**src/design/phs_pkg.sv**
```systemverilog
// ----------------------------------------------------------------------------
// phs_pkg: shared types and constants of the pH stability window
// Widths, record formats, configuration register codes, the state type of
// the window engine and the reciprocal table used for the average.
// ----------------------------------------------------------------------------
package phs_pkg;

  // Window geometry; every derived width follows from the depth.
  localparam int WINDOW_DEPTH = 16;
  localparam int IDX_W        = $clog2(WINDOW_DEPTH);
  localparam int CNT_W        = $clog2(WINDOW_DEPTH + 1);
  localparam int SUM_W        = 17 + IDX_W;
  localparam int SQ_W         = 31 + IDX_W;
  localparam int LHS_W        = 32 + 2 * IDX_W;
  localparam int BND_W        = 13 + IDX_W;

  // Field widths.
  localparam int VAL_W      = 16;
  localparam int FAIL_W     = 8;
  localparam int THR_W      = 12;
  localparam int SPAN_W     = 5;
  localparam int FILL_OUT_W = 5;
  localparam int CFG_IDX_W  = 3;
  localparam int CFG_DATA_W = 16;

  // Average datapath: at most SPAN_MAX readings are summed.
  localparam int SPAN_MAX = 16;
  localparam int ACC_W    = 21;
  localparam int MAG_W    = 20;
  localparam int RCP_SH   = 25;
  localparam int RCP_W    = 26;
  localparam int DPROD_W  = MAG_W + RCP_W;

  // Depth of the queue between the front end and the window engine.
  localparam int QUEUE_DEPTH = 2;

  // Reciprocals ceil(2^25 / k); exact floor division for magnitudes below 2^20.
  localparam logic [RCP_W-1:0] RECIP_TBL [SPAN_MAX+1] = '{
    26'd33554432, 26'd33554432, 26'd16777216, 26'd11184811, 26'd8388608,
    26'd6710887,  26'd5592406,  26'd4793491,  26'd4194304,  26'd3728271,
    26'd3355444,  26'd3050403,  26'd2796203,  26'd2581111,  26'd2396746,
    26'd2236963,  26'd2097152
  };

  // Configuration register indexes.
  localparam logic [CFG_IDX_W-1:0] CFG_RANGE_LOW  = 3'd0;
  localparam logic [CFG_IDX_W-1:0] CFG_RANGE_HIGH = 3'd1;
  localparam logic [CFG_IDX_W-1:0] CFG_ERR_LIMIT  = 3'd2;
  localparam logic [CFG_IDX_W-1:0] CFG_STABLE_THR = 3'd3;
  localparam logic [CFG_IDX_W-1:0] CFG_FREE_RUN   = 3'd4;
  localparam logic [CFG_IDX_W-1:0] CFG_AVG_SPAN   = 3'd5;

  // Configuration reset values.
  localparam logic [VAL_W-1:0]  RANGE_LOW_RST  = 16'd0;
  localparam logic [VAL_W-1:0]  RANGE_HIGH_RST = 16'd1400;
  localparam logic [FAIL_W-1:0] ERR_LIMIT_RST  = 8'd5;
  localparam logic [THR_W-1:0]  STABLE_THR_RST = 12'd5;
  localparam logic [SPAN_W-1:0] AVG_SPAN_RST   = 5'd16;

  typedef struct packed {
    logic signed [VAL_W-1:0] range_low;
    logic signed [VAL_W-1:0] range_high;
    logic [FAIL_W-1:0]       error_limit;
    logic [THR_W-1:0]        stable_threshold;
    logic                    free_running;
    logic [SPAN_W-1:0]       average_span;
  } cfg_t;

  // One classified reading on its way to the window engine.
  typedef struct packed {
    logic signed [VAL_W-1:0] reading;
    logic                    took;
    logic                    alive;
    logic [FAIL_W-1:0]       fail_run;
  } item_t;

  // One result word.
  typedef struct packed {
    logic                    ready_res;
    logic                    accepted;
    logic                    stable;
    logic signed [VAL_W-1:0] last_value;
    logic signed [VAL_W-1:0] recent_average;
    logic [FAIL_W-1:0]       failure_count;
    logic [FILL_OUT_W-1:0]   filled;
  } res_t;

  typedef enum logic [3:0] {
    S_IDLE,
    S_RD_OLD,
    S_SUB_OLD,
    S_SQ_OLD,
    S_WR_NEW,
    S_SQ_NEW,
    S_SQS,
    S_BND,
    S_CMP,
    S_AVG,
    S_DIV,
    S_NEG,
    S_OUT
  } back_state_t;

endpackage

```
**src/design/phs_fifo.sv**
```systemverilog
// ----------------------------------------------------------------------------
// phs_fifo: short queue of classified readings
// Decouples the front end from the window engine so each can stall alone.
// ----------------------------------------------------------------------------
module phs_fifo (
  input  logic           clk,
  input  logic           rst_n,
  input  logic           push,
  input  phs_pkg::item_t push_word,
  output logic           full,
  input  logic           pop,
  output phs_pkg::item_t pop_word,
  output logic           empty
);

  localparam int Q_IDX_W = $clog2(phs_pkg::QUEUE_DEPTH);
  localparam int Q_CNT_W = $clog2(phs_pkg::QUEUE_DEPTH + 1);

  phs_pkg::item_t     q_mem_r [phs_pkg::QUEUE_DEPTH];
  logic [Q_IDX_W-1:0] wp_r, wp_nxt;
  logic [Q_IDX_W-1:0] rp_r, rp_nxt;
  logic [Q_CNT_W-1:0] cnt_r, cnt_nxt;

  // Pointer and occupancy update.
  always_comb begin
    wp_nxt  = wp_r;
    rp_nxt  = rp_r;
    cnt_nxt = cnt_r;
    if (push) begin
      wp_nxt = (wp_r == Q_IDX_W'(phs_pkg::QUEUE_DEPTH - 1)) ? '0 : wp_r + 1'b1;
    end
    if (pop) begin
      rp_nxt = (rp_r == Q_IDX_W'(phs_pkg::QUEUE_DEPTH - 1)) ? '0 : rp_r + 1'b1;
    end
    case ({push, pop})
      2'b10:   cnt_nxt = cnt_r + 1'b1;
      2'b01:   cnt_nxt = cnt_r - 1'b1;
      default: cnt_nxt = cnt_r;
    endcase
  end

  always_ff @(posedge clk) begin
    if (!rst_n) begin
      wp_r  <= '0;
      rp_r  <= '0;
      cnt_r <= '0;
    end else begin
      wp_r  <= wp_nxt;
      rp_r  <= rp_nxt;
      cnt_r <= cnt_nxt;
    end
  end

  // Entry storage.
  always_ff @(posedge clk) begin
    if (push) begin
      q_mem_r[wp_r] <= push_word;
    end
  end

  assign pop_word = q_mem_r[rp_r];
  assign full     = (cnt_r == Q_CNT_W'(phs_pkg::QUEUE_DEPTH));
  assign empty    = (cnt_r == '0);

endmodule

```
**config.mk**
```make
export PLATFORM = sky130hd
export DESIGN_NAME = phs_fifo
export DESIGN_NICKNAME = d
export VERILOG_FILES = /design/src/design/phs_pkg.sv /design/src/design/phs_fifo.sv
export SDC_FILE = /design/constraint.sdc
export NUM_CORES = 1
export LEC_CHECK = 0
export ABC_AREA = 1
export BUFFER_PORTS_ARGS = -buffer_cell sky130_fd_sc_hd__buf_4
export CORE_UTILIZATION = 55
export CTS_BUF_LIST = sky130_fd_sc_hd__clkbuf_8
export DETAILED_ROUTE_END_ITERATION = 8
export PLACE_DENSITY_LB_ADDON = 0.2
export SYNTH_ARGS = -nofsm -noshare
export SYNTH_HDL_FRONTEND = slang
export SYNTH_SLANG_ARGS = --single-unit
```
**constraint.sdc**
```tcl
create_clock -name clk -period 3.6 [get_ports clk]
set_input_delay 0.72 -clock clk [delete_from_list [all_inputs] [get_ports clk]]
set_output_delay 0.72 -clock clk [all_outputs]
set_load 0.1 [all_outputs]
```
==> reports/results.ini, run 1 <==
[setup_path]
critical_path_class=reg -> out
critPathSlowestCell=dfxtp_2
worstPathRequired_ns=2.88
critPathMaxStageDelay_ns=0.86
critical_path.endpoint_type=output port
worstPathArrival_ns=1.84
cp_num_buf_inv=1
crit_chain=mux2_2 -> buf_4
critPathTopFamily=flip-flops
critPathLaunchType=flip-flop
cp_max_fo=26

[floorplan]
die-area_mm2=0.004270
start_util=0.5896
die_x_um=65.35
die_h_um=65.35
num_rows=22
core_mm2=0.003744
ios=58

[timing]
setup_tns_ns=0
post-route-period-util=0.7099
clock.fmax_mhz=391.3
slew_headroom=0.3345
period_needed_ns=2.556
maxSlewViolCount=0
setup_viol=0
rsz0062_at_grt=false
finalClockSkew_ns=0.005507
max_slew.worst_pin.slew_ns=0.9972
hold_viol=0

[clocking]
hold_buffers=0
clock_sinks=57
cts_tree=yes
h-tree-depth=3
cts_resized=0
cts.path.max_buffers=2
cts.reportedPaths.clkPinSlew_ns=0.06
clkLatencyLatePin_ns=0.31
post_cts_buffers=0
cts_buffers=9
cts_root_buffer=clkbuf_8

[final_layout]
final_layout_size_suffix_gt1_frac=0.5241
diodes=0
fill_cells=244
areaGrowthSynthToFinish_pct=27.27
fin_area_mm2=0.002809
nNetsFinal=213

[grt]
grt_max_degree=27
grt.overflow.total=0
track_usage=0.1756
grt_pass1_vias=1182
grt_antenna_before_repair=0
grt_first_pass_wirelength_mm=5.237

[run_status]
status=finished clean

[logic_synthesis]
synth-seq-area-share=0.7528
syn-num-nets=147
yosys_warnings=0
synth_cells=116
syn_area_per_cell_um2=19.03
synth_cell_types=13
netlist_area_mm2=0.002207
synth_seq_cells=57

[route]
drt_wl_total_mm=3.386
drtAntennaViolNets=0
drc=0
dr.first_iter.drc_count=29
vias=1160
drt-wirelength-per-cell_um=14.41
viasPerCell=4.936
drtPass1Iterations=4

[min_path]
worstHoldPathType=reg -> reg

[power_and_ir_drop]
p_total_w=0.001611
power_density_mw_per_mm2=573.4
peakVddDrop_mv=0.5236
power_leakage_nw=1.158

[placed_design]
gp_congestion=0.6237
dpl.hpwl_mm=2.334
port_buffers=57
placed_area_mm2=0.002655

[job]
drv_cap=0

[kinds of logic (layout without fill, tap and decap cells)]
logic type | Yosys count | after routing | synth area share
buffers and inverters | 9 | 80 | 0.03345
AND/OR/NAND/NOR | 21 | 21 | 0.03685
multiplexers | 26 | 26 | 0.1667
adder cells (fa/ha/maj) | 1 | 1 | 0.005668
flip-flops | 57 | 57 | 0.7528
AO/OA/AOI/OAI | 2 | 2 | 0.004531
[where the power goes]
group / switching, W / leakage (nW) / internal (W) / total, W
Sequential: 0.0000230 / 0.530 / 0.000764 / 0.000787
Clock: 0.000220 / 0.0902 / 0.000235 / 0.000456
Combinational: 0.000267 / 0.538 / 0.000102 / 0.000368
[synthesized netlist by cell type]
| library cell | count | area, µm² |
|---|---|---|
| a21oi_1 | 1 | 5.000 |
| o21ai_0 | 1 | 5.000 |
| dfxtp_1 | 5 | 100.1 |
| nand2_1 | 8 | 30.03 |
| mux2_4 | 20 | 300.3 |
| ha_1 | 1 | 12.51 |
| nor2_1 | 12 | 45.04 |
| nand4_1 | 1 | 6.260 |
| edfxtp_1 | 52 | 1562 |
| mux2_2 | 6 | 67.56 |
| buf_6 | 1 | 11.26 |
| inv_1 | 6 | 22.52 |
| buf_12 | 2 | 40.04 |
[worst register-to-register path: cells and delay by family (launching register included)]
kind                   cells  cell delay, ns
buffers and inverters      1            0.73
DFF                        1            0.38
and+or+nand+nor            1            0.11
[worst paths after layout]
kind	slack [ns]	to	cells past startpoint	start
worst max-delay path	1.04	pop_word[12]	2	flip-flop
worst min-delay path	0.54	flip-flop	3	rp_r$_SDFFE_PN0P_
worst max register to register	1.99	q_mem_r[1][1]$_DFFE_PP_	2	wp_r$_SDFFE_PN0P_
worst min register to register	0.54	flip-flop	3	rp_r$_SDFFE_PN0P_
[final cells by class]
cell class              instances  area (µm²)  area share
multi-input cells              50       474.2      0.1688
flip-flops and latches         57        1663      0.5920
clock inverters                 7       30.03     0.01069
clock buffers                   9       123.9     0.04410
repair buffers                 58       435.4      0.1550
well taps                      48       60.06     0.02138
inverters                       6       22.52    0.008018
[registers in the layout (all words and copies together) (netlist names), named ones only]
signal and flops:
rp_r 1, cnt_r 2, q_mem_r 52, wp_r 1
[per-layer routing]
metal  GRT usage  wire, µm  up-vias
met5           0         0        -
met3     0.05729       194        3
li1            -         -      560
met4     0.08152        27        0
met1      0.1872      1293      552
met2      0.3119      1871       45
[metrics by stage]
stage                     setup slack, ns  hold slack [ns]    util  std cells
after floorplan                     1.240           0.4635       -        116
after global placement              1.391           0.4812  0.7092        219
after detailed placement            1.359           0.5304  0.7092        219
after CTS                           1.003           0.5409  0.7503        235
after global routing               0.9630           0.5698  0.7503        235
final                               1.044           0.5395  0.7503        235
[cell usage in the layout, fill, tap and decap left out, drive strengths merged, types with 5 or more instances in the layout]
cell type,instances
nor2,12
mux2,26
dfxtp,5
inv,8
clkbuf,9
edfxtp,52
clkinv,5
nand2,8
buf,58
Power figures use the tool's default switching activity.
==> inputs of run 2 (changes only) <==
Settings changed: CORE_UTILIZATION 55 to 54.
Clock period 3.6 ns to 2.5 ns, I/O delays scaled along.
==> reports/results.ini, run 2 (synthesis gave the netlist of run 1 again) <==
[grt]
grt_pass1_vias=1220  ; +3.2%
grt_max_degree=21  ; -22%
grt_antenna_before_repair=0  ; unchanged
grt_first_pass_wirelength_mm=5.409  ; +3.3%
track_usage=0.1816  ; +0.006040
grt.overflow.total=0  ; unchanged

[timing]
post-route-period-util=0.8561
hold_slack_ns=0.3598  ; -0.1796 ns
hold_viol=0  ; unchanged
setup_ws_ns=0.3598  ; -0.6845 ns
finalClockSkew_ns=0.007003  ; +0.001495 ns
maxSlewViolCount=0  ; unchanged
setup_tns_ns=0  ; unchanged
max_slew.worst_pin.slew_ns=0.5775  ; -0.4197 ns
period_needed_ns=2.140
slew_headroom=0.6146  ; +0.2801
clock.fmax_mhz=467.3
setup_viol=0  ; unchanged
rsz0062_at_grt=false

[final_layout]
layout_common_cells=buf_4, edfxtp_1, mux2_4
nNetsFinal=216  ; +1.4%
max_flop_register=q_mem_r
largest_register_ffs=52  ; unchanged
final_common_cell=buf_4
reg_top3=q_mem_r (52), cnt_r (2)
stdcell_count=238  ; +1.3%
areaGrowthSynthToFinish_pct=29.31
diodes=0  ; unchanged
final_layout_size_suffix_gt1_frac=0.5211  ; -0.003012

[clocking]
cts.reportedPaths.clkPinSlew_ns=0.06  ; about the same
cts_tree=yes
cts_buffers=9  ; unchanged
clkLatencyLatePin_ns=0.32  ; about the same
hold_buffers=0  ; unchanged
clock_sinks=57  ; unchanged
cts_resized=0  ; unchanged
cts_root_buffer=clkbuf_8
post_cts_buffers=0  ; unchanged
cts.path.max_buffers=2  ; unchanged
h-tree-depth=3  ; unchanged

[power_and_ir_drop]
swShare=0.3173  ; +0.0006267
seqPwrFrac=0.480  ; -0.008
pwr-share-clk=0.282  ; about the same
power_leakage_nw=1.175  ; +1.5%
peakVddDrop_mv=0.5375  ; +2.7%
combPwrFrac=0.238  ; +0.009
p_switching_w=0.0007396  ; +45%
power.internal_w=0.001592  ; +45%
power_density_mw_per_mm2=816.8  ; +42%

[route]
dr.first_iter.drc_count=77  ; +170%
drtAntennaViolNets=0  ; unchanged
met1_length_mm=1.369  ; +5.9%
drc=0  ; unchanged
drtPass1Iterations=4  ; unchanged
wl_met3_um=185  ; -4.6%
viasPerCell=4.996  ; +1.2%
vias=1189  ; +2.5%
dr_wl_met2_mm=1.880  ; +0.48%
drt-wirelength-per-cell_um=14.82  ; +2.8%
top_layer_used=met4
drt_wl_total_mm=3.526  ; +4.1%

[min_path]
worstHoldPathType=in -> reg

[floorplan]
die_x_um=65.93  ; +0.90%
die-area_mm2=0.004347  ; +1.8%
die_h_um=65.93  ; +0.90%
num_rows=22  ; unchanged
start_util=0.5810  ; -0.008545
core_mm2=0.003799  ; +1.5%
ios=58  ; unchanged

[setup_path]
worstPathArrival_ns=1.64  ; -0.20 ns
cp_max_fo=20  ; -23%
critical_path_class=reg -> out
worstPathRequired_ns=2.00  ; -0.88 ns
critPathLaunchType=flip-flop
critical_path.endpoint_type=output port

[placed_design]
gp_congestion=0.6379  ; +2.3%
place_ws_ns=0.6863  ; -0.6729 ns
port_buffers=57  ; unchanged
dpl.hpwl_mm=2.352  ; +0.75%
dp_cells=222  ; +1.4%

[run_status]
status=finished clean

[job]
drv_cap=0  ; unchanged

run 2: metrics by stage:
stage                     power [W]  utilization  cell area [µm²]
after floorplan            0.001574            -             2207
after global placement     0.001684       0.7111             2701
after detailed placement   0.001695       0.7111             2701
after CTS                  0.002353       0.7513             2854
after global routing       0.002422       0.7513             2854
final                      0.002331       0.7513             2854
run 2: path summary, 6_finish.rpt:
check                                  startpoint  slack (ns)  cells after the start                  endpoint
worst min register to register  rp_r$_SDFFE_PN0P_        0.49                      2         rp_r$_SDFFE_PN0P_
worst min-delay path                 push_word[2]        0.36                      1   q_mem_r[1][2]$_DFFE_PP_
worst max-delay path                    flip-flop        0.36                      3               pop_word[0]
worst max register to register  wp_r$_SDFFE_PN0P_        1.04                      3  q_mem_r[1][17]$_DFFE_PP_
run 2: power by group through the flow:
stage | logic [W] | clock network, W | registers (W)
after floorplan | 0.000442 | 0 | 0.00113
after global placement | 0.000548 | 0 | 0.00114
after detailed placement | 0.000555 | 0 | 0.00114
after CTS | 0.000557 | 0.000677 | 0.00112
after global routing | 0.000573 | 0.000725 | 0.00112
final | 0.000554 | 0.000658 | 0.00112
run 2: worst max-delay path, cell delays in order, from the launching register on:
cell     delay, ns
dfxtp_1       0.52
buf_12        0.25
mux2_4        0.32
buf_4         0.23
run 2: cell type report:
class	instances	area (µm²)
flip-flops and latches	57	1662
multi-input cells	50	474.2
repair buffers	61	483.0
fillers	247	944.7
well taps	48	60.06
clock inverters	7	28.78
inverters	6	22.52
clock buffers	9	123.9
run 2: layer usage:
layer	vias up	GRT usage
met4	0	0.1197
met2	47	0.2972
met1	567	0.1948
li1	566	-
met5	-	0
met3	9	0.06897
