### src/design/phs_pkg.sv
// ----------------------------------------------------------------------------
// phs_pkg: shared types and constants of the pH stability window
// Widths, record formats, configuration register codes, the state type of
// the window engine and the reciprocal table used for the average.
// ----------------------------------------------------------------------------
package phs_pkg;

  // Window geometry; every derived width follows from the depth.
  localparam int WINDOW_DEPTH = 16;
  localparam int IDX_W        = $clog2(WINDOW_DEPTH);
  localparam int CNT_W        = $clog2(WINDOW_DEPTH + 1);
  localparam int SUM_W        = 17 + IDX_W;
  localparam int SQ_W         = 31 + IDX_W;
  localparam int LHS_W        = 32 + 2 * IDX_W;
  localparam int BND_W        = 13 + IDX_W;

  // Field widths.
  localparam int VAL_W      = 16;
  localparam int FAIL_W     = 8;
  localparam int THR_W      = 12;
  localparam int SPAN_W     = 5;
  localparam int FILL_OUT_W = 5;
  localparam int CFG_IDX_W  = 3;
  localparam int CFG_DATA_W = 16;

  // Average datapath: at most SPAN_MAX readings are summed.
  localparam int SPAN_MAX = 16;
  localparam int ACC_W    = 21;
  localparam int MAG_W    = 20;
  localparam int RCP_SH   = 25;
  localparam int RCP_W    = 26;
  localparam int DPROD_W  = MAG_W + RCP_W;

  // Depth of the queue between the front end and the window engine.
  localparam int QUEUE_DEPTH = 2;

  // Reciprocals ceil(2^25 / k); exact floor division for magnitudes below 2^20.
  localparam logic [RCP_W-1:0] RECIP_TBL [SPAN_MAX+1] = '{
    26'd33554432, 26'd33554432, 26'd16777216, 26'd11184811, 26'd8388608,
    26'd6710887,  26'd5592406,  26'd4793491,  26'd4194304,  26'd3728271,
    26'd3355444,  26'd3050403,  26'd2796203,  26'd2581111,  26'd2396746,
    26'd2236963,  26'd2097152
  };

  // Configuration register indexes.
  localparam logic [CFG_IDX_W-1:0] CFG_RANGE_LOW  = 3'd0;
  localparam logic [CFG_IDX_W-1:0] CFG_RANGE_HIGH = 3'd1;
  localparam logic [CFG_IDX_W-1:0] CFG_ERR_LIMIT  = 3'd2;
  localparam logic [CFG_IDX_W-1:0] CFG_STABLE_THR = 3'd3;
  localparam logic [CFG_IDX_W-1:0] CFG_FREE_RUN   = 3'd4;
  localparam logic [CFG_IDX_W-1:0] CFG_AVG_SPAN   = 3'd5;

  // Configuration reset values.
  localparam logic [VAL_W-1:0]  RANGE_LOW_RST  = 16'd0;
  localparam logic [VAL_W-1:0]  RANGE_HIGH_RST = 16'd1400;
  localparam logic [FAIL_W-1:0] ERR_LIMIT_RST  = 8'd5;
  localparam logic [THR_W-1:0]  STABLE_THR_RST = 12'd5;
  localparam logic [SPAN_W-1:0] AVG_SPAN_RST   = 5'd16;

  typedef struct packed {
    logic signed [VAL_W-1:0] range_low;
    logic signed [VAL_W-1:0] range_high;
    logic [FAIL_W-1:0]       error_limit;
    logic [THR_W-1:0]        stable_threshold;
    logic                    free_running;
    logic [SPAN_W-1:0]       average_span;
  } cfg_t;

  // One classified reading on its way to the window engine.
  typedef struct packed {
    logic signed [VAL_W-1:0] reading;
    logic                    took;
    logic                    alive;
    logic [FAIL_W-1:0]       fail_run;
  } item_t;

  // One result word.
  typedef struct packed {
    logic                    ready_res;
    logic                    accepted;
    logic                    stable;
    logic signed [VAL_W-1:0] last_value;
    logic signed [VAL_W-1:0] recent_average;
    logic [FAIL_W-1:0]       failure_count;
    logic [FILL_OUT_W-1:0]   filled;
  } res_t;

  typedef enum logic [3:0] {
    S_IDLE,
    S_RD_OLD,
    S_SUB_OLD,
    S_SQ_OLD,
    S_WR_NEW,
    S_SQ_NEW,
    S_SQS,
    S_BND,
    S_CMP,
    S_AVG,
    S_DIV,
    S_NEG,
    S_OUT
  } back_state_t;

endpackage

### src/design/phs_front.sv
// ----------------------------------------------------------------------------
// phs_front: reading classifier
// Range-checks each word unless free running, keeps the failure run and
// the ready flag, and queues the classified reading for the window engine.
// ----------------------------------------------------------------------------
module phs_front (
  input  logic                           clk,
  input  logic                           rst_n,
  input  phs_pkg::cfg_t                  cfg,
  input  logic                           in_push,
  input  logic signed [phs_pkg::VAL_W-1:0] in_reading,
  input  logic                           in_read_ok,
  output logic                           in_full,
  input  logic                           q_full,
  output logic                           q_push,
  output phs_pkg::item_t                 q_word
);

  logic [phs_pkg::FAIL_W-1:0] fail_r, fail_nxt;
  logic                       alive_r, alive_nxt;
  logic                       took;
  logic                       in_range;

  assign q_push  = in_push && !q_full;
  assign in_full = q_full;

  // Classification of the word being accepted.
  always_comb begin
    fail_nxt  = fail_r;
    alive_nxt = alive_r;
    took      = 1'b0;
    in_range  = (in_reading >= cfg.range_low) && (in_reading <= cfg.range_high);
    if (q_push && alive_r) begin
      if (cfg.free_running) begin
        if (in_read_ok) begin
          took     = 1'b1;
          fail_nxt = '0;
        end
      end else if (in_read_ok && in_range) begin
        took     = 1'b1;
        fail_nxt = '0;
      end else begin
        // The run saturates, so a limit at full scale keeps the sensor ready.
        if (fail_r != '1) begin
          fail_nxt = fail_r + 1'b1;
        end
        if (fail_nxt > cfg.error_limit) begin
          alive_nxt = 1'b0;
        end
      end
    end
    q_word.reading  = in_reading;
    q_word.took     = took;
    q_word.alive    = alive_nxt;
    q_word.fail_run = fail_nxt;
  end

  always_ff @(posedge clk) begin
    if (!rst_n) begin
      fail_r  <= '0;
      alive_r <= 1'b1;
    end else begin
      fail_r  <= fail_nxt;
      alive_r <= alive_nxt;
    end
  end

endmodule

### config.mk
export PLATFORM = sky130hd
export DESIGN_NAME = phs_front
export DESIGN_NICKNAME = d
export VERILOG_FILES = /design/src/design/phs_pkg.sv /design/src/design/phs_front.sv
export SDC_FILE = /design/constraint.sdc
export NUM_CORES = 1
export LEC_CHECK = 0
export BUFFER_PORTS_ARGS = -buffer_cell sky130_fd_sc_hd__buf_4
export CORE_ASPECT_RATIO = 0.6
export CORE_MARGIN = 2
export CORE_UTILIZATION = 49
export CTS_BUF_LIST = sky130_fd_sc_hd__clkbuf_2
export CTS_CLUSTER_SIZE = 40
export DETAILED_ROUTE_END_ITERATION = 8
export PLACE_DENSITY_LB_ADDON = 0.1
export SLEW_MARGIN = 5
export SYNTH_ARGS = -nofsm -noshare
export SYNTH_HDL_FRONTEND = slang
export SYNTH_SLANG_ARGS = --single-unit
### constraint.sdc
create_clock -name clk -period 3.9 [get_ports clk]
set_input_delay 0.195 -clock clk [delete_from_list [all_inputs] [get_ports clk]]
set_output_delay 0.195 -clock clk [all_outputs]
set_load 0.03 [all_outputs]
==> results.sh, run 1 <==
export IMPL_ys_flop_type="dfxtp_1"
export IMPL_final_nets=431
export IMPL_clock_path_buffers=2
export IMPL_wl_mm=4.743
export IMPL_viasPerCell=5.175
export IMPL_synth_edf_count=0
export IMPL_grt_start_max_net_pins=11
export IMPL_synth_top_area_cell="ha_1"
export IMPL_setup_tns_ns=0
export IMPL_post_cts_buffers=0
export IMPL_antenna_cells=0
export IMPL_floorplan_rows=16
export IMPL_leakage_nw=1.381
export IMPL_grt_pass1_wl_mm=7.886
export IMPL_setup_viol=0
export IMPL_holdBufCountCts=0
export IMPL_endpoint_kind="output pin"
export IMPL_cts_root_buffer="clkbuf_2"
export IMPL_critPathTopFamily="simple AND/OR/NAND/NOR gates"
export IMPL_cp_data_arrival_time_ns=3.21
export IMPL_status="complete, no violations"
export IMPL_path_cells="ha_1 -> and3_1 -> nand3_1 -> nand4_1 -> xnor2_1 -> ha_1 -> a21o_1 -> a21o_1 -> a21oi_1 -> o21ai_0 -> o211a_1 -> nor2_1 -> buf_4"
export IMPL_reg2reg_slack_ns=1.02
export IMPL_async_reset_ff_share_pct=0
export IMPL_grt_use_met3_pct=7.014
export IMPL_grt_overflow=0
export IMPL_syn_cell_area_mm2=0.001783
export IMPL_min_period_ns=3.402
export IMPL_cpPeakStageDelay_ns=0.41
export IMPL_crit_slowest_cell="dfxtp_1"
export IMPL_dr_first_iter_drc_count=64
export IMPL_power_density_mw_per_mm2=157.0
export IMPL_fp_dieW_um=81.88
export IMPL_yosysSeqAreaShare_pct=10.11
export IMPL_max_slew_margin_rel_pct=53.56
export IMPL_required_ns=3.70
export IMPL_yosys_area_top_type_share_pct=28.77
export IMPL_syn_inst=239
export IMPL_numCtsBuffers=3
export IMPL_vias=1837
export IMPL_yosysUniqueCellTypes=37
export IMPL_firstDrtPassIters=4
export IMPL_htreeDepth=1
export IMPL_gp_congestion=0.8573
export IMPL_fin_ws_ns=0.4979
export IMPL_clock_sinks=9
export IMPL_fmax_mhz=293.9
export IMPL_maxCapViolCount=0
export IMPL_worst_slew_pin_slew_ns=0.6966
export IMPL_clk_latency_ns=0.26
export IMPL_use_met1_pct=36.86
export IMPL_final_layout_size_suffix_gt1_share_pct=31.29
export IMPL_postPlaceCellArea_mm2=0.002354
export IMPL_rsz0062_at_grt="no"
export IMPL_port_buffers=89
export IMPL_clk_pin_slew_ns=0.11
export IMPL_path_buf_inv=1
export IMPL_cts_tree="built"
export IMPL_critPathMaxFanout=8
export IMPL_clock_skew_ns=0.008945
export IMPL_startpoint_type="flip-flop"
export IMPL_ant_nets=0
export IMPL_place_ws_ns=0.8516
export IMPL_die_h_um=50.73
export IMPL_slew_viol_final=0
export IMPL_initial_utilization_pct=53.01
export IMPL_timing_final_crit_share_pct=87.23
export IMPL_syn_to_final_growth_pct=33.12
export IMPL_critPathKind="reg -> out"
export IMPL_hpwlAfterDp_mm=4.164
export IMPL_syn_num_nets=359
export IMPL_synthTopCellsByArea="ha_1, dfxtp_1, inv_1"
export IMPL_grt_busiest_layer="met1"
export IMPL_hold_violations=0
export IMPL_layout_common_cells="buf_4, inv_1, ha_1, nand2_1, a21oi_1"
export IMPL_die_area_mm2=0.004153
export IMPL_grt_pass1_vias=1795
export IMPL_ys_warn_count=0
export IMPL_synth_area_per_cell_um2=7.460
export IMPL_wl_per_cell_um=13.36
export IMPL_design_area_mm2=0.002374
export IMPL_antenna_found_initial=0
export IMPL_ir_drop_mv=0.1274
export IMPL_synth_seq_cells=9
export IMPL_drc_errors=0
export IMPL_final_common_cell="buf_4"
export IMPL_grtUsageTotal_pct=24.61
export IMPL_cts_resized=0
export IMPL_core_area_mm2=0.003363
export IMPL_fin_util_pct=70.57
export IMPL_grt_use_met2_pct=35.64
export IMPL_ios=107
export IMPL_hold_path_class="in -> reg"
## per-stage QoR
stage / instances / hold slack, ns / power [mW]
after CTS: 355 / 0.1645 / 0.3749
final: 355 / 0.1769 / 0.3728
after detailed placement: 351 / 0.4481 / 0.3084
after floorplan: 239 / 0.2712 / 0.2251
after global placement: 351 / 0.4511 / 0.3037
after global routing: 355 / 0.1506 / 0.4056
## routing by layer
layer | part of all wire [%] | vias up
met1 | 49 | 779
met3 | 13 | 2
met4 | 0.21 | 0
met2 | 38 | 96
met5 | 0 | -
li1 | - | 960
## synthesized netlist by cell type (2+ instances only)
| cell | count |
|---|---|
| a21boi_1 | 8 |
| nor3_1 | 3 |
| o21ai_0 | 5 |
| and4_1 | 2 |
| o221ai_1 | 2 |
| buf_4 | 19 |
| xnor2_1 | 2 |
| o21a_1 | 6 |
| nand2b_1 | 3 |
| ha_1 | 41 |
| and3_1 | 4 |
| clkbuf_1 | 2 |
| nor2b_1 | 3 |
| dfxtp_1 | 9 |
| a21oi_1 | 17 |
| nand3_1 | 8 |
| nor2_1 | 6 |
| a21o_1 | 4 |
| nand4_1 | 7 |
| inv_1 | 41 |
| nand2_1 | 24 |
| o211ai_1 | 8 |
## final cells by class
cell class,count,area [um2]
multi-input combinational,167,1295
fill,306,989.7
timing repair buffer,89,668.1
sequential,9,180.2
inverter,41,153.9
tap,45,56.30
clock buffer,4,20.02
## logic make-up (layout without fill, tap and decap cells)
kind of cell    count (synthesis)  in the layout  share of synthesized area, %
flops                           9              9                         10.11
buf+inv                        63            134                         17.26
compound gates                 57             57                         22.39
xor+xnor                        2              2                        0.9826
fa+ha+maj                      41             41                         28.77
mux                             2              2                         1.193
simple gates                   65             65                         19.30
## power by group
part,internal (mW),switching [mW],total (mW)
sequential,0.0929,0.00118,0.0941
combinational,0.102,0.112,0.214
clock,0.0272,0.0379,0.0651
## state kept, by name (all words and copies together), names as in the netlist
signal and cells:
alive_r 1, fail_r 8
## path summary, 6_finish.rpt
path	end	depth (start not counted)	startpoint
max	q_word[8]	13	fail_r[1]
min	alive_r	2	rst_n
max reg2reg	alive_r	12	fail_r[1]
min reg2reg	alive_r	2	alive_r
(Power assumes the default switching activity.)
==> run 2, diff against run 1 <==
--- a/config.mk
+++ b/config.mk
@@ -5,10 +5,11 @@
 export SDC_FILE = /design/constraint.sdc
 export NUM_CORES = 1
 export LEC_CHECK = 0
+export ABC_AREA = 1
 export BUFFER_PORTS_ARGS = -buffer_cell sky130_fd_sc_hd__buf_4
 export CORE_ASPECT_RATIO = 0.6
 export CORE_MARGIN = 2
-export CORE_UTILIZATION = 49
+export CORE_UTILIZATION = 50
 export CTS_BUF_LIST = sky130_fd_sc_hd__clkbuf_2
 export CTS_CLUSTER_SIZE = 40
 export DETAILED_ROUTE_END_ITERATION = 8
==> run 2 against run 1 <==
Net effect: die area rose by 5.3%; area after synthesis rose by 7.9%; count of clock-buffer cells in the layout did not move; first-iteration DRC count rose by 20%; sequential share of layout area fell by 0.44 points; synthesized cell count rose by 28%; highest routed layer is now met3.
==> results.sh, run 2 <==
export IMPL_ir_drop_mv=0.1081
export IMPL_layout_common_cells="buf_4, inv_1, nand2_1, ha_1, a21oi_1"
export IMPL_syn_cell_area_mm2=0.001923
export IMPL_status="complete, no violations"
export IMPL_path_common_cell="inv_1"
export IMPL_timing_final_crit_share_pct=81.89
export IMPL_crit_reg2reg_launch="fail_r[1]"
export IMPL_cts_resized=0
export IMPL_reg_top3="fail_r: 8 flops, alive_r: 1 flops"
export IMPL_async_reset_ff_share_pct=0
export IMPL_antenna_cells=0
export IMPL_worstHoldEndpoint="alive_r"
export IMPL_grt_overflow=0
export IMPL_max_slew_margin_rel_pct=75.23
export IMPL_final_layout_size_suffix_gt1_share_pct=28.23
export IMPL_crit_slowest_cell="dfxtp_1"
export IMPL_hold_path_class="in -> reg"
export IMPL_fmax_mhz=313.1
export IMPL_port_buffers=89
export IMPL_hold_depth=2
export IMPL_largest_reg_flops=8
export IMPL_ant_nets=0
export IMPL_slew_viol_final=0
export IMPL_dr_first_iter_drc_count=77
export IMPL_syn_inst=306
export IMPL_endpoint_kind="output pin"
export IMPL_fin_util_pct=68.48
export IMPL_ys_warn_count=0
export IMPL_hpwlAfterDp_mm=4.144
export IMPL_met1_length_mm=2.425
export IMPL_fillerInstances=364
export IMPL_fp_dieW_um=84.07
export IMPL_syn_num_nets=426
export IMPL_power_total_uw=366.3
export IMPL_grt_pass1_wl_mm=7.679
export IMPL_fin_hold_ws_ns=0.1098
export IMPL_p_int_uw=218.3
export IMPL_numCtsBuffers=3
export IMPL_core_area_mm2=0.003680
export IMPL_yosysMostFrequentCell="inv_1"
export IMPL_combPwrFrac_pct=57.8
export IMPL_final_nets=500
export IMPL_synth_seq_cells=9
export IMPL_top_register="fail_r"
export IMPL_setup_viol=0
export IMPL_synth_area_per_cell_um2=6.285
export IMPL_top_layer="met3"
export IMPL_gp_congestion=0.8798
export IMPL_clock_path_buffers=2
export IMPL_required_ns=3.70
export IMPL_place_ws_ns=1.034
export IMPL_path_cells="ha_1 -> nand2_2 -> inv_2 -> nand4_4 -> nor2_4 -> inv_2 -> nand2_1 -> xor2_1 -> inv_1 -> ha_1 -> inv_1 -> o41ai_1 -> a31oi_1 -> nand3_1 -> nand2_1 -> inv_1 -> buf_4"
export IMPL_leakage_nw=1.608
export IMPL_wl_mm=4.609
export IMPL_yosysUniqueCellTypes=30
export IMPL_postPlaceCellArea_mm2=0.002500
export IMPL_rsz0062_at_grt="no"
export IMPL_syn_to_final_growth_pct=31.03
export IMPL_met2_length_mm=1.866
export IMPL_design_area_mm2=0.002520
export IMPL_power_frac_seq_pct=25.5
export IMPL_power_switching_uw=148.1
export IMPL_grt_pass1_vias=1793
export IMPL_min_period_ns=3.194
export IMPL_reg2reg_slack_ns=1.25
export IMPL_startpoint_type="flip-flop"
export IMPL_yosys_area_top_type_share_pct=26.68
export IMPL_hold_violations=0
export IMPL_worst_slew_pin_slew_ns=0.3711
export IMPL_vias=1998
export IMPL_clk_pin_slew_ns=0.09
export IMPL_maxCapViolCount=0
export IMPL_critPathKind="reg -> out"
export IMPL_floorplan_rows=17
export IMPL_htreeDepth=1
export IMPL_synthTopCellsByArea="ha_1, inv_1, nand2_1"
export IMPL_antenna_found_initial=0
export IMPL_firstDrtPassIters=4
export IMPL_clk_latency_ns=0.25
export IMPL_drc_errors=0
export IMPL_clock_skew_ns=0.006185
export IMPL_dr_wl_met3_um=317
export IMPL_yosys_top_cells_count="inv_1, nand2_1, ha_1, a21oi_1"
export IMPL_final_common_cell="buf_4"
export IMPL_final_cell_count_no_fill=426
export IMPL_r2r_cells=16
export IMPL_timing_rr_end="alive_r"
export IMPL_cts_root_buffer="clkbuf_2"
export IMPL_synth_top_area_cell="ha_1"
export IMPL_clock_sinks=9
export IMPL_fin_ws_ns=0.7062
export IMPL_holdBufCountCts=0
export IMPL_critPathMaxFanout=9
export IMPL_wl_per_cell_um=10.82
export IMPL_post_cts_buffers=0
export IMPL_setup_tns_ns=0
export IMPL_ys_flop_type="dfxtp_1"
export IMPL_die_h_um=52.04
export IMPL_cp_data_arrival_time_ns=3.00
export IMPL_synth_edf_count=0
export IMPL_grt_start_max_net_pins=12
export IMPL_power_density_mw_per_mm2=145.4
export IMPL_grtUsageTotal_pct=21.59
export IMPL_viasPerCell=4.690
export IMPL_cts_tree="built"
export IMPL_die_area_mm2=0.004375
export IMPL_initial_utilization_pct=52.26
export IMPL_ios=107
export IMPL_cpPeakStageDelay_ns=0.41
export IMPL_dp_cells=422
export IMPL_min_from="rst_n"
export IMPL_yosysSeqAreaShare_pct=9.369
export IMPL_clkPwrFrac_pct=16.7
export IMPL_p_sw_share_pct=40.42
[run 2: worst max-delay path by stage]
stage	from	to	depth (start not counted)
floorplan	fail_r[0]	q_word[8]	17
global placement	fail_r[0]	q_word[8]	17
detailed placement	fail_r[1]	q_word[8]	17
CTS	fail_r[1]	q_word[8]	17
global route	fail_r[0]	q_word[8]	17
finish	fail_r[1]	q_word[8]	17
[run 2: cell type report]
cell class / count / area [um2] / share of cell area (%)
Inverter: 73 / 274.0 / 10.87
Sequential cell: 9 / 180.2 / 7.150
Multi-Input combinational cell: 204 / 1319 / 52.33
Timing Repair Buffer: 89 / 668.1 / 26.51
Tap cell: 47 / 58.81 / 2.334
Clock buffer: 4 / 20.02 / 0.7944
[run 2: critical path, delay by kind of cell (launching register included)]
kind,cells,cell delay (ns)
simple gates,6,0.62
flops,1,0.41
fa+ha+maj,2,0.54
xor+xnor,1,0.19
buf+inv,6,0.53
compound gates,2,0.47
[run 2: power groups by stage]
stage	logic (mW)	registers, mW	clock network [mW]
2_1_floorplan	0.134	0.0953	0
3_3_place_gp	0.208	0.0955	0
3_5_place_dp	0.211	0.0955	0
4_1_cts	0.213	0.0933	0.0634
5_1_grt	0.238	0.0935	0.0696
6_report	0.212	0.0933	0.0612
[run 2: logic make-up (layout without fill, tap and decap cells)]
logic type,count (synthesis),after routing,synth area share (%)
buffers and inverters,93,166,22.06
AND/OR/NAND/NOR,116,116,27.59
adder cells (fa/ha/maj),41,41,26.68
XOR/XNOR,4,4,1.822
AO/OA/AOI/OAI,43,43,12.49
flip-flops,9,9,9.369
[run 2: layer usage]
metal	track usage, %	vias to the layer above
met5	0	-
met1	31.81	826
met4	0.8065	0
met3	4.286	0
li1	-	1103
met2	34.26	69
