===== config.mk =====
export PLATFORM = sky130hd
export DESIGN_NAME = phs_back
export DESIGN_NICKNAME = d
export VERILOG_FILES = /design/src/design/phs_pkg.sv /design/src/design/phs_ram.sv /design/src/design/phs_back.sv
export SDC_FILE = /design/constraint.sdc
export NUM_CORES = 2
export LEC_CHECK = 0
export BUFFER_PORTS_ARGS = -buffer_cell sky130_fd_sc_hd__buf_2
export CORE_AREA = 2 2 419 421
export DETAILED_ROUTE_END_ITERATION = 10
export DIE_AREA = 0 0 421 423
export GPL_TIMING_DRIVEN = 0
export HOLD_SLACK_MARGIN = 0.06
export PLACE_DENSITY_LB_ADDON = 0.3
export SYNTH_ARGS = -nofsm -noshare
export SYNTH_HDL_FRONTEND = slang
export SYNTH_HIERARCHICAL = 1
export SYNTH_SLANG_ARGS = --single-unit
export TNS_END_PERCENT = 50

===== constraint.sdc =====
create_clock -name clk -period 10.9 [get_ports clk]
set_input_delay 1.09 -clock clk [delete_from_list [all_inputs] [get_ports clk]]
set_output_delay 1.09 -clock clk [all_outputs]
set_load 0.01 [all_outputs]

===== src/design/phs_pkg.sv =====
// ----------------------------------------------------------------------------
// phs_pkg: shared types and constants of the pH stability window
// Widths, record formats, configuration register codes, the state type of
// the window engine and the reciprocal table used for the average.
// ----------------------------------------------------------------------------
package phs_pkg;

  // Window geometry; every derived width follows from the depth.
  localparam int WINDOW_DEPTH = 16;
  localparam int IDX_W        = $clog2(WINDOW_DEPTH);
  localparam int CNT_W        = $clog2(WINDOW_DEPTH + 1);
  localparam int SUM_W        = 17 + IDX_W;
  localparam int SQ_W         = 31 + IDX_W;
  localparam int LHS_W        = 32 + 2 * IDX_W;
  localparam int BND_W        = 13 + IDX_W;

  // Field widths.
  localparam int VAL_W      = 16;
  localparam int FAIL_W     = 8;
  localparam int THR_W      = 12;
  localparam int SPAN_W     = 5;
  localparam int FILL_OUT_W = 5;
  localparam int CFG_IDX_W  = 3;
  localparam int CFG_DATA_W = 16;

  // Average datapath: at most SPAN_MAX readings are summed.
  localparam int SPAN_MAX = 16;
  localparam int ACC_W    = 21;
  localparam int MAG_W    = 20;
  localparam int RCP_SH   = 25;
  localparam int RCP_W    = 26;
  localparam int DPROD_W  = MAG_W + RCP_W;

  // Depth of the queue between the front end and the window engine.
  localparam int QUEUE_DEPTH = 2;

  // Reciprocals ceil(2^25 / k); exact floor division for magnitudes below 2^20.
  localparam logic [RCP_W-1:0] RECIP_TBL [SPAN_MAX+1] = '{
    26'd33554432, 26'd33554432, 26'd16777216, 26'd11184811, 26'd8388608,
    26'd6710887,  26'd5592406,  26'd4793491,  26'd4194304,  26'd3728271,
    26'd3355444,  26'd3050403,  26'd2796203,  26'd2581111,  26'd2396746,
    26'd2236963,  26'd2097152
  };

  // Configuration register indexes.
  localparam logic [CFG_IDX_W-1:0] CFG_RANGE_LOW  = 3'd0;
  localparam logic [CFG_IDX_W-1:0] CFG_RANGE_HIGH = 3'd1;
  localparam logic [CFG_IDX_W-1:0] CFG_ERR_LIMIT  = 3'd2;
  localparam logic [CFG_IDX_W-1:0] CFG_STABLE_THR = 3'd3;
  localparam logic [CFG_IDX_W-1:0] CFG_FREE_RUN   = 3'd4;
  localparam logic [CFG_IDX_W-1:0] CFG_AVG_SPAN   = 3'd5;

  // Configuration reset values.
  localparam logic [VAL_W-1:0]  RANGE_LOW_RST  = 16'd0;
  localparam logic [VAL_W-1:0]  RANGE_HIGH_RST = 16'd1400;
  localparam logic [FAIL_W-1:0] ERR_LIMIT_RST  = 8'd5;
  localparam logic [THR_W-1:0]  STABLE_THR_RST = 12'd5;
  localparam logic [SPAN_W-1:0] AVG_SPAN_RST   = 5'd16;

  typedef struct packed {
    logic signed [VAL_W-1:0] range_low;
    logic signed [VAL_W-1:0] range_high;
    logic [FAIL_W-1:0]       error_limit;
    logic [THR_W-1:0]        stable_threshold;
    logic                    free_running;
    logic [SPAN_W-1:0]       average_span;
  } cfg_t;

  // One classified reading on its way to the window engine.
  typedef struct packed {
    logic signed [VAL_W-1:0] reading;
    logic                    took;
    logic                    alive;
    logic [FAIL_W-1:0]       fail_run;
  } item_t;

  // One result word.
  typedef struct packed {
    logic                    ready_res;
    logic                    accepted;
    logic                    stable;
    logic signed [VAL_W-1:0] last_value;
    logic signed [VAL_W-1:0] recent_average;
    logic [FAIL_W-1:0]       failure_count;
    logic [FILL_OUT_W-1:0]   filled;
  } res_t;

  typedef enum logic [3:0] {
    S_IDLE,
    S_RD_OLD,
    S_SUB_OLD,
    S_SQ_OLD,
    S_WR_NEW,
    S_SQ_NEW,
    S_SQS,
    S_BND,
    S_CMP,
    S_AVG,
    S_DIV,
    S_NEG,
    S_OUT
  } back_state_t;

endpackage


===== src/design/phs_ram.sv =====
// ----------------------------------------------------------------------------
// phs_ram: generic single-port-write, single-port-read RAM
// One write and one read per cycle; the read data is registered.
// ----------------------------------------------------------------------------
module phs_ram #(
  parameter int WIDTH = 16,
  parameter int DEPTH = 16
) (
  input  logic                     clk,
  input  logic                     we,
  input  logic [$clog2(DEPTH)-1:0] waddr,
  input  logic [WIDTH-1:0]         wdata,
  input  logic [$clog2(DEPTH)-1:0] raddr,
  output logic [WIDTH-1:0]         rdata
);

  logic [WIDTH-1:0] mem_r [DEPTH];
  logic [WIDTH-1:0] rdata_r;

  // Write port and registered read port.
  always_ff @(posedge clk) begin
    if (we) begin
      mem_r[waddr] <= wdata;
    end
    rdata_r <= mem_r[raddr];
  end

  assign rdata = rdata_r;

endmodule


===== src/design/phs_back.sv =====
// ----------------------------------------------------------------------------
// phs_back: window engine
// Stores good readings in the ring window, keeps the running sums, decides
// stability, averages the most recent readings and holds the result word.
// ----------------------------------------------------------------------------
module phs_back (
  input  logic          clk,
  input  logic          rst_n,
  input  phs_pkg::cfg_t cfg,
  input  logic          q_empty,
  input  phs_pkg::item_t q_word,
  output logic          q_pop,
  output phs_pkg::res_t out_res,
  output logic          out_empty,
  input  logic          out_pop
);

  localparam int IDX_W   = phs_pkg::IDX_W;
  localparam int CNT_W   = phs_pkg::CNT_W;
  localparam int SUM_W   = phs_pkg::SUM_W;
  localparam int SQ_W    = phs_pkg::SQ_W;
  localparam int LHS_W   = phs_pkg::LHS_W;
  localparam int BND_W   = phs_pkg::BND_W;
  localparam int VAL_W   = phs_pkg::VAL_W;
  localparam int ACC_W   = phs_pkg::ACC_W;
  localparam int MAG_W   = phs_pkg::MAG_W;
  localparam int SPAN_W  = phs_pkg::SPAN_W;
  localparam int DPROD_W = phs_pkg::DPROD_W;
  localparam int KCMP_W  = CNT_W + SPAN_W;

  function automatic logic [IDX_W-1:0] prev_pos(input logic [IDX_W-1:0] p);
    return (p == '0) ? IDX_W'(phs_pkg::WINDOW_DEPTH - 1) : p - 1'b1;
  endfunction

  phs_pkg::back_state_t state_r, state_nxt;

  // Window state.
  logic [IDX_W-1:0]        wp_r, wp_nxt;
  logic [CNT_W-1:0]        fill_r, fill_nxt;
  logic signed [SUM_W-1:0] sum_r, sum_nxt;
  logic [SQ_W-1:0]         sq_r, sq_nxt;

  // Working registers.
  phs_pkg::item_t          cur_r, cur_nxt;
  logic [31:0]             prod_r, prod_nxt;
  logic signed [LHS_W-1:0] m_r, m_nxt;
  logic signed [LHS_W-1:0] lhs_r, lhs_nxt;
  logic [BND_W-1:0]        b_r, b_nxt;
  logic signed [LHS_W-1:0] b2_r, b2_nxt;
  logic                    stable_r, stable_nxt;
  logic [IDX_W-1:0]        rp_r, rp_nxt;
  logic [SPAN_W-1:0]       k_r, k_nxt;
  logic [SPAN_W-1:0]       issued_r, issued_nxt;
  logic                    pend_r, pend_nxt;
  logic                    first_r, first_nxt;
  logic signed [ACC_W-1:0] acc_r, acc_nxt;
  logic [VAL_W-1:0]        last_r, last_nxt;
  logic                    sign_r, sign_nxt;
  logic [DPROD_W-1:0]      dprod_r, dprod_nxt;
  logic [VAL_W-1:0]        avg_r, avg_nxt;
  phs_pkg::res_t           res_r, res_nxt;
  logic                    res_valid_r, res_valid_nxt;

  // Combinational helpers.
  logic signed [VAL_W-1:0] mul_a;
  logic signed [31:0]      mul_ext;
  logic [ACC_W-1:0]        mag_full;
  logic [MAG_W-1:0]        quot;
  logic [SPAN_W-1:0]       span_eff;
  logic                    res_load;

  // Window RAM ports.
  logic                    ram_we;
  logic [IDX_W-1:0]        ram_waddr;
  logic [VAL_W-1:0]        ram_wdata;
  logic [IDX_W-1:0]        ram_raddr;
  logic [VAL_W-1:0]        ram_rdata;

  phs_ram #(
    .WIDTH (VAL_W),
    .DEPTH (phs_pkg::WINDOW_DEPTH)
  ) u_window (
    .clk   (clk),
    .we    (ram_we),
    .waddr (ram_waddr),
    .wdata (ram_wdata),
    .raddr (ram_raddr),
    .rdata (ram_rdata)
  );

  // Sequencer and datapath.
  always_comb begin
    state_nxt     = state_r;
    wp_nxt        = wp_r;
    fill_nxt      = fill_r;
    sum_nxt       = sum_r;
    sq_nxt        = sq_r;
    cur_nxt       = cur_r;
    prod_nxt      = prod_r;
    m_nxt         = m_r;
    lhs_nxt       = lhs_r;
    b_nxt         = b_r;
    b2_nxt        = b2_r;
    stable_nxt    = stable_r;
    rp_nxt        = rp_r;
    k_nxt         = k_r;
    issued_nxt    = issued_r;
    pend_nxt      = pend_r;
    first_nxt     = first_r;
    acc_nxt       = acc_r;
    last_nxt      = last_r;
    sign_nxt      = sign_r;
    dprod_nxt     = dprod_r;
    avg_nxt       = avg_r;
    res_nxt       = res_r;
    q_pop         = 1'b0;
    res_load      = 1'b0;
    ram_we        = 1'b0;
    ram_waddr     = wp_r;
    ram_wdata     = cur_r.reading;
    ram_raddr     = rp_r;
    mul_a         = cur_r.reading;
    span_eff      = (cfg.average_span == '0) ? SPAN_W'(1) : cfg.average_span;
    mag_full      = acc_r[ACC_W-1] ? ACC_W'(-acc_r) : ACC_W'(acc_r);
    quot          = dprod_r[phs_pkg::RCP_SH+MAG_W-1:phs_pkg::RCP_SH];
    mul_ext       = 32'(mul_a);

    unique case (state_r)
      // Take the next classified reading.
      phs_pkg::S_IDLE: begin
        if (!q_empty) begin
          q_pop   = 1'b1;
          cur_nxt = q_word;
          if (!q_word.took) begin
            state_nxt = phs_pkg::S_SQS;
          end else if (fill_r == CNT_W'(phs_pkg::WINDOW_DEPTH)) begin
            state_nxt = phs_pkg::S_RD_OLD;
          end else begin
            state_nxt = phs_pkg::S_WR_NEW;
          end
        end
      end
      // Fetch the oldest entry, which the new reading replaces.
      phs_pkg::S_RD_OLD: begin
        ram_raddr = wp_r;
        state_nxt = phs_pkg::S_SUB_OLD;
      end
      phs_pkg::S_SUB_OLD: begin
        mul_a     = $signed(ram_rdata);
        mul_ext   = 32'(mul_a);
        sum_nxt   = sum_r - SUM_W'($signed(ram_rdata));
        prod_nxt  = $unsigned(mul_ext * mul_ext);
        state_nxt = phs_pkg::S_SQ_OLD;
      end
      phs_pkg::S_SQ_OLD: begin
        sq_nxt    = sq_r - SQ_W'(prod_r);
        state_nxt = phs_pkg::S_WR_NEW;
      end
      // Store the new reading and advance the ring.
      phs_pkg::S_WR_NEW: begin
        ram_we    = 1'b1;
        sum_nxt   = sum_r + SUM_W'(cur_r.reading);
        prod_nxt  = $unsigned(mul_ext * mul_ext);
        wp_nxt    = (wp_r == IDX_W'(phs_pkg::WINDOW_DEPTH - 1)) ? '0 : wp_r + 1'b1;
        if (fill_r != CNT_W'(phs_pkg::WINDOW_DEPTH)) begin
          fill_nxt = fill_r + 1'b1;
        end
        state_nxt = phs_pkg::S_SQ_NEW;
      end
      phs_pkg::S_SQ_NEW: begin
        sq_nxt    = sq_r + SQ_W'(prod_r);
        state_nxt = phs_pkg::S_SQS;
      end
      // Spread of the window: D*sumsq - sum^2 against (D*thr)^2.
      phs_pkg::S_SQS: begin
        m_nxt     = LHS_W'(sum_r) * LHS_W'(sum_r);
        lhs_nxt   = $signed(LHS_W'(sq_r) * LHS_W'(phs_pkg::WINDOW_DEPTH));
        b_nxt     = BND_W'(cfg.stable_threshold) * BND_W'(phs_pkg::WINDOW_DEPTH);
        state_nxt = phs_pkg::S_BND;
      end
      phs_pkg::S_BND: begin
        b2_nxt    = $signed(LHS_W'(b_r) * LHS_W'(b_r));
        lhs_nxt   = lhs_r - m_r;
        state_nxt = phs_pkg::S_CMP;
      end
      // Stability decision and set-up of the averaging pass.
      phs_pkg::S_CMP: begin
        stable_nxt = (fill_r == CNT_W'(phs_pkg::WINDOW_DEPTH)) && (lhs_r < b2_r);
        k_nxt      = (KCMP_W'(span_eff) > KCMP_W'(fill_r)) ? SPAN_W'(fill_r) : span_eff;
        rp_nxt     = prev_pos(wp_r);
        issued_nxt = '0;
        pend_nxt   = 1'b0;
        first_nxt  = 1'b1;
        acc_nxt    = '0;
        if (fill_r == '0) begin
          avg_nxt   = '0;
          last_nxt  = '0;
          state_nxt = phs_pkg::S_OUT;
        end else begin
          state_nxt = phs_pkg::S_AVG;
        end
      end
      // Walk back from the newest entry, one read issued per cycle.
      phs_pkg::S_AVG: begin
        ram_raddr = rp_r;
        if (issued_r != k_r) begin
          rp_nxt     = prev_pos(rp_r);
          issued_nxt = issued_r + 1'b1;
          pend_nxt   = 1'b1;
        end else begin
          pend_nxt = 1'b0;
        end
        if (pend_r) begin
          acc_nxt = acc_r + ACC_W'($signed(ram_rdata));
          if (first_r) begin
            last_nxt  = ram_rdata;
            first_nxt = 1'b0;
          end
        end
        if ((issued_r == k_r) && !pend_r) begin
          state_nxt = phs_pkg::S_DIV;
        end
      end
      // Divide the magnitude by k through the reciprocal table.
      phs_pkg::S_DIV: begin
        sign_nxt  = acc_r[ACC_W-1];
        dprod_nxt = DPROD_W'(mag_full[MAG_W-1:0]) * DPROD_W'(phs_pkg::RECIP_TBL[k_r]);
        state_nxt = phs_pkg::S_NEG;
      end
      phs_pkg::S_NEG: begin
        avg_nxt   = sign_r ? VAL_W'(-quot) : VAL_W'(quot);
        state_nxt = phs_pkg::S_OUT;
      end
      // Hand the result word over once the output register is free.
      phs_pkg::S_OUT: begin
        if (!res_valid_r || out_pop) begin
          res_load               = 1'b1;
          res_nxt.ready_res      = cur_r.alive;
          res_nxt.accepted       = cur_r.took;
          res_nxt.stable         = stable_r;
          res_nxt.last_value     = last_r;
          res_nxt.recent_average = avg_r;
          res_nxt.failure_count  = cur_r.fail_run;
          res_nxt.filled         = phs_pkg::FILL_OUT_W'(fill_r);
          state_nxt              = phs_pkg::S_IDLE;
        end
      end
      default: begin
        state_nxt = phs_pkg::S_IDLE;
      end
    endcase

    res_valid_nxt = (res_valid_r && !out_pop) || res_load;
  end

  // State register.
  always_ff @(posedge clk) begin
    if (!rst_n) begin
      state_r <= phs_pkg::S_IDLE;
    end else begin
      state_r <= state_nxt;
    end
  end

  // Window state and control registers.
  always_ff @(posedge clk) begin
    if (!rst_n) begin
      wp_r        <= '0;
      fill_r      <= '0;
      sum_r       <= '0;
      sq_r        <= '0;
      issued_r    <= '0;
      pend_r      <= 1'b0;
      res_valid_r <= 1'b0;
    end else begin
      wp_r        <= wp_nxt;
      fill_r      <= fill_nxt;
      sum_r       <= sum_nxt;
      sq_r        <= sq_nxt;
      issued_r    <= issued_nxt;
      pend_r      <= pend_nxt;
      res_valid_r <= res_valid_nxt;
    end
  end

  // Payload registers.
  always_ff @(posedge clk) begin
    cur_r    <= cur_nxt;
    prod_r   <= prod_nxt;
    m_r      <= m_nxt;
    lhs_r    <= lhs_nxt;
    b_r      <= b_nxt;
    b2_r     <= b2_nxt;
    stable_r <= stable_nxt;
    rp_r     <= rp_nxt;
    k_r      <= k_nxt;
    first_r  <= first_nxt;
    acc_r    <= acc_nxt;
    last_r   <= last_nxt;
    sign_r   <= sign_nxt;
    dprod_r  <= dprod_nxt;
    avg_r    <= avg_nxt;
    res_r    <= res_nxt;
  end

  assign out_res   = res_r;
  assign out_empty = !res_valid_r;

  // Checks on the engine's own bookkeeping.
  a_fill_bound: assert property (@(posedge clk) disable iff (!rst_n)
    fill_r <= CNT_W'(phs_pkg::WINDOW_DEPTH))
    else $error("window fill level beyond depth");

  a_pop_nonempty: assert property (@(posedge clk) disable iff (!rst_n)
    q_pop |-> !q_empty)
    else $error("queue popped while empty");

  a_stable_full: assert property (@(posedge clk) disable iff (!rst_n)
    (state_r == phs_pkg::S_OUT && stable_r) |-> (fill_r == CNT_W'(phs_pkg::WINDOW_DEPTH)))
    else $error("stable reported on a window that is not full");

  a_avg_count: assert property (@(posedge clk) disable iff (!rst_n)
    (state_r == phs_pkg::S_AVG) |-> (issued_r <= k_r))
    else $error("averaging pass read more entries than its span");

  a_out_wait: assert property (@(posedge clk) disable iff (!rst_n)
    (state_r == phs_pkg::S_OUT && res_valid_r && !out_pop) |=> (state_r == phs_pkg::S_OUT))
    else $error("result word overwritten before it was taken");

endmodule


==> impl_metrics.ini <==
[floorplanning]
die_w_um = 421
coreArea_sq_um = 173200
row_count = 153
initial_core_util_pct = 46.90
die-area_sq_um = 178100
io_pins = 138
die_y_um = 423

[routing]
detail-route-antenna-nets = 0
via_per_inst = 5.388
wl_per_cell_um = 21.70
drt_iter0_drc = 4585
dr.pass1.iters = 6
drc = 0
vias = 56890
wl_um = 229200

[synth]
synthArstFlopShare_pct = 0
synth_most_common_cell = inv_1
synth.ff_latch_count = 648
synth_commonest_cells = 1,726 x inv_1, 1,384 x fa_1, 773 x nand2_1, 626 x ha_1, 556 x edfxtp_1
syn_area_per_cell_sq_um = 10.21
synth-seq-area-share_pct = 22.81
ys.flop_type = edfxtp_1
yosysWarnings = 6
yosysTopAreaCell = fa_1
syn_inst = 7958
ys_types = 83
netlist_area_sq_um = 81260
synth-edff-count = 556
synth_top_area_share_pct = 34.10
synth_nets = 10060
synthTopCellsByArea = fa_1 34%, edfxtp_1 21%, ha_1 9.6%, inv_1 8.0%, nand2_1 3.6%

[placement]
io_buffers = 96
dp_hpwl_um = 187600
globalplace.congestion = 1.004
postPlaceCellArea_sq_um = 85270
dp_cells = 10410

[sta]
finalSetupViolCount = 0
fin_hold_ws_ps = 417.8
min_period_ps = 10550
fin_crit_sh_pct = 96.75
fmax_ghz = 0.09483
rsz0062_at_grt = no
hold_viol_final = 0
relSlewSlack_pct = -4.219
tightest_slew_ps = 1552
slew_viol_final = 28
skew_ps = 49.21

[critical_path]
crit_path_max_fanout = 10
critical-path-max-stage-delay_ps = 640
path_class = reg2reg
slowest_stage = clkbuf_1
critical_path.startpoint_type = flip-flop
cpMostUsedCell = fa_1
r2r-start = acc_r[4]$_SDFFCE_PN0P_
critPathRequiredTime_ps = 11340
critPathLaunch = acc_r[4]$_SDFFCE_PN0P_
cp-end-kind = flip-flop
arrival_ps = 10980

[run_status]
violations = capacitance limit, slew limit
outcome = complete, but fails checks

[grt]
use_met1_pct = 34.65
grt_overflow = 0
grt_first_pass_wirelength_um = 353900
top_usage_layer = met2
globalRouteMet2Util_pct = 42.62
antenna_found_initial = 22
grt_max_degree = 38
grt_pass1_vias = 60160
use_met3_pct = 4.824
track_usage_pct = 26.11

[worst_hold_path]
min_from = cur_r[9]$_DFFE_PP_
min_path_type = reg2reg

[finish]
regArea_sq_um = 18540
layout-drive-gt1-share_pct = 4.876
fin_cells = 10560
nFillCells = 15700
multi_input_area_sq_um = 55370
fin_nets = 10260
fin_util_pct = 50.74
fin_area_sq_um = 87910
synthToLayoutAreaGrowth_pct = 8.176

[job]
drv_cap = 3

[clock_network]
cts_buffer_depth = 3
clk-insertion-delay-late_ps = 700
cts.sinks = 648
htreeDepth = 3
root_buffer = clkbuf_16
cts_tree = built
cts_buffers = 74
cts.clk_slew.worst_paths_ps = 60
## layer usage
| metal | wire length [um] | vias up |
|---|---|---|
| met2 | 106300 | 2065 |
| met1 | 94980 | 28950 |
| met4 | 10390 | 2 |
| li1 | - | 25440 |
| met5 | 12 | - |
| met3 | 17490 | 429 |
## registers in the layout (all words and copies together) (netlist names), 21 cells and up
| name | flops |
|---|---|
| u_window/mem_r | 256 |
| acc_r | 21 |
| b2_r | 23 |
| prod_r | 31 |
| m_r | 39 |
| lhs_r | 40 |
| sum_r | 21 |
| out_res | 48 |
| sq_r | 35 |
## layout make-up
| cell class | instances | area share [%] |
|---|---|---|
| Tap cell | 2325 | 3.309 |
| Antenna cell | 9 | 0.02562 |
| Sequential cell | 648 | 21.09 |
| Clock buffer | 96 | 2.280 |
| Clock inverter | 40 | 0.6505 |
| Timing Repair Buffer | 130 | 1.110 |
| Multi-Input combinational cell | 5322 | 62.99 |
| Inverter | 1736 | 7.413 |
| Buffer | 252 | 1.133 |
## stage by stage
step           setup WS, ps  setup TNS [ps]
6_report              354.6               0
5_1_grt               17.82               0
4_1_cts               252.2               0
3_5_place_dp          249.2               0
3_3_place_gp         -13.15          -13.15
2_1_floorplan          2053               0
## what timing repair did
| item | 4_1_cts | 5_1_grt |
|---|---|---|
| endpoints found under the hold margin | 0 | 0 |
| hold buffers | 0 | 0 |
| resized for setup | 0 | 5 |
| endpoints found under the setup margin | 0 | 2 |
| setup buffers | 0 | 0 |
## critical path: cells and delay by family, from the launching register on
kind,cells,cell delay [ps]
AOI/OAI and AO/OA,7,2080
xor gates and xnor gates,2,640
adders and majority gates,8,3770
buffers and inverters,5,850
DFF,1,520
and+or+nand+nor,7,2440
## final timing paths
check / endpoint / slack (ps) / depth (start not counted)
worst max-delay path: dprod_r[37]$_DFFE_PP_ / 350 / 29
worst min-delay path: out_res[46]$_DFFE_PP_ / 420 / 0
worst max register to register: dprod_r[37]$_DFFE_PP_ / 350 / 29
worst min register to register: out_res[46]$_DFFE_PP_ / 420 / 0
## cells by family after synthesis
kind of cell	after synthesis	share of synthesized area, %
multiplexers	82	2.059
XOR/XNOR	375	4.093
buffers and inverters	1988	9.240
AO/OA/AOI/OAI	880	6.907
AND/OR/NAND/NOR	1975	11.16
flip-flops	648	22.81
adder cells (fa/ha/maj)	2010	43.73
## cell usage in the layout (no fill, tap or decap), drive strengths merged, types with 12 or more instances in the layout
cell and count:
inv 1730, fa 1384, nand2 773, ha 626
edfxtp 556, nor2 520, clkbuf 323, and2 272
o21ai 230, xnor2 230, a21oi 225, buf 155
xor2 145, a21o 106, dfxtp 92, nand2b 73
nor3 71, mux4 64, nand3 58, nor2b 52
o21a 43, and3 37, a22oi 37, clkinv 31
or3 30, a31oi 28, a211oi 27, o31ai 26
o21bai 22, a21boi 21, nand4 19, or2 15
o41ai 13, nor4 12, a2111oi 12, or4 12
Power is not shown: default switching activity piles up to over one toggle a cycle in this logic, so the estimate is an artifact.
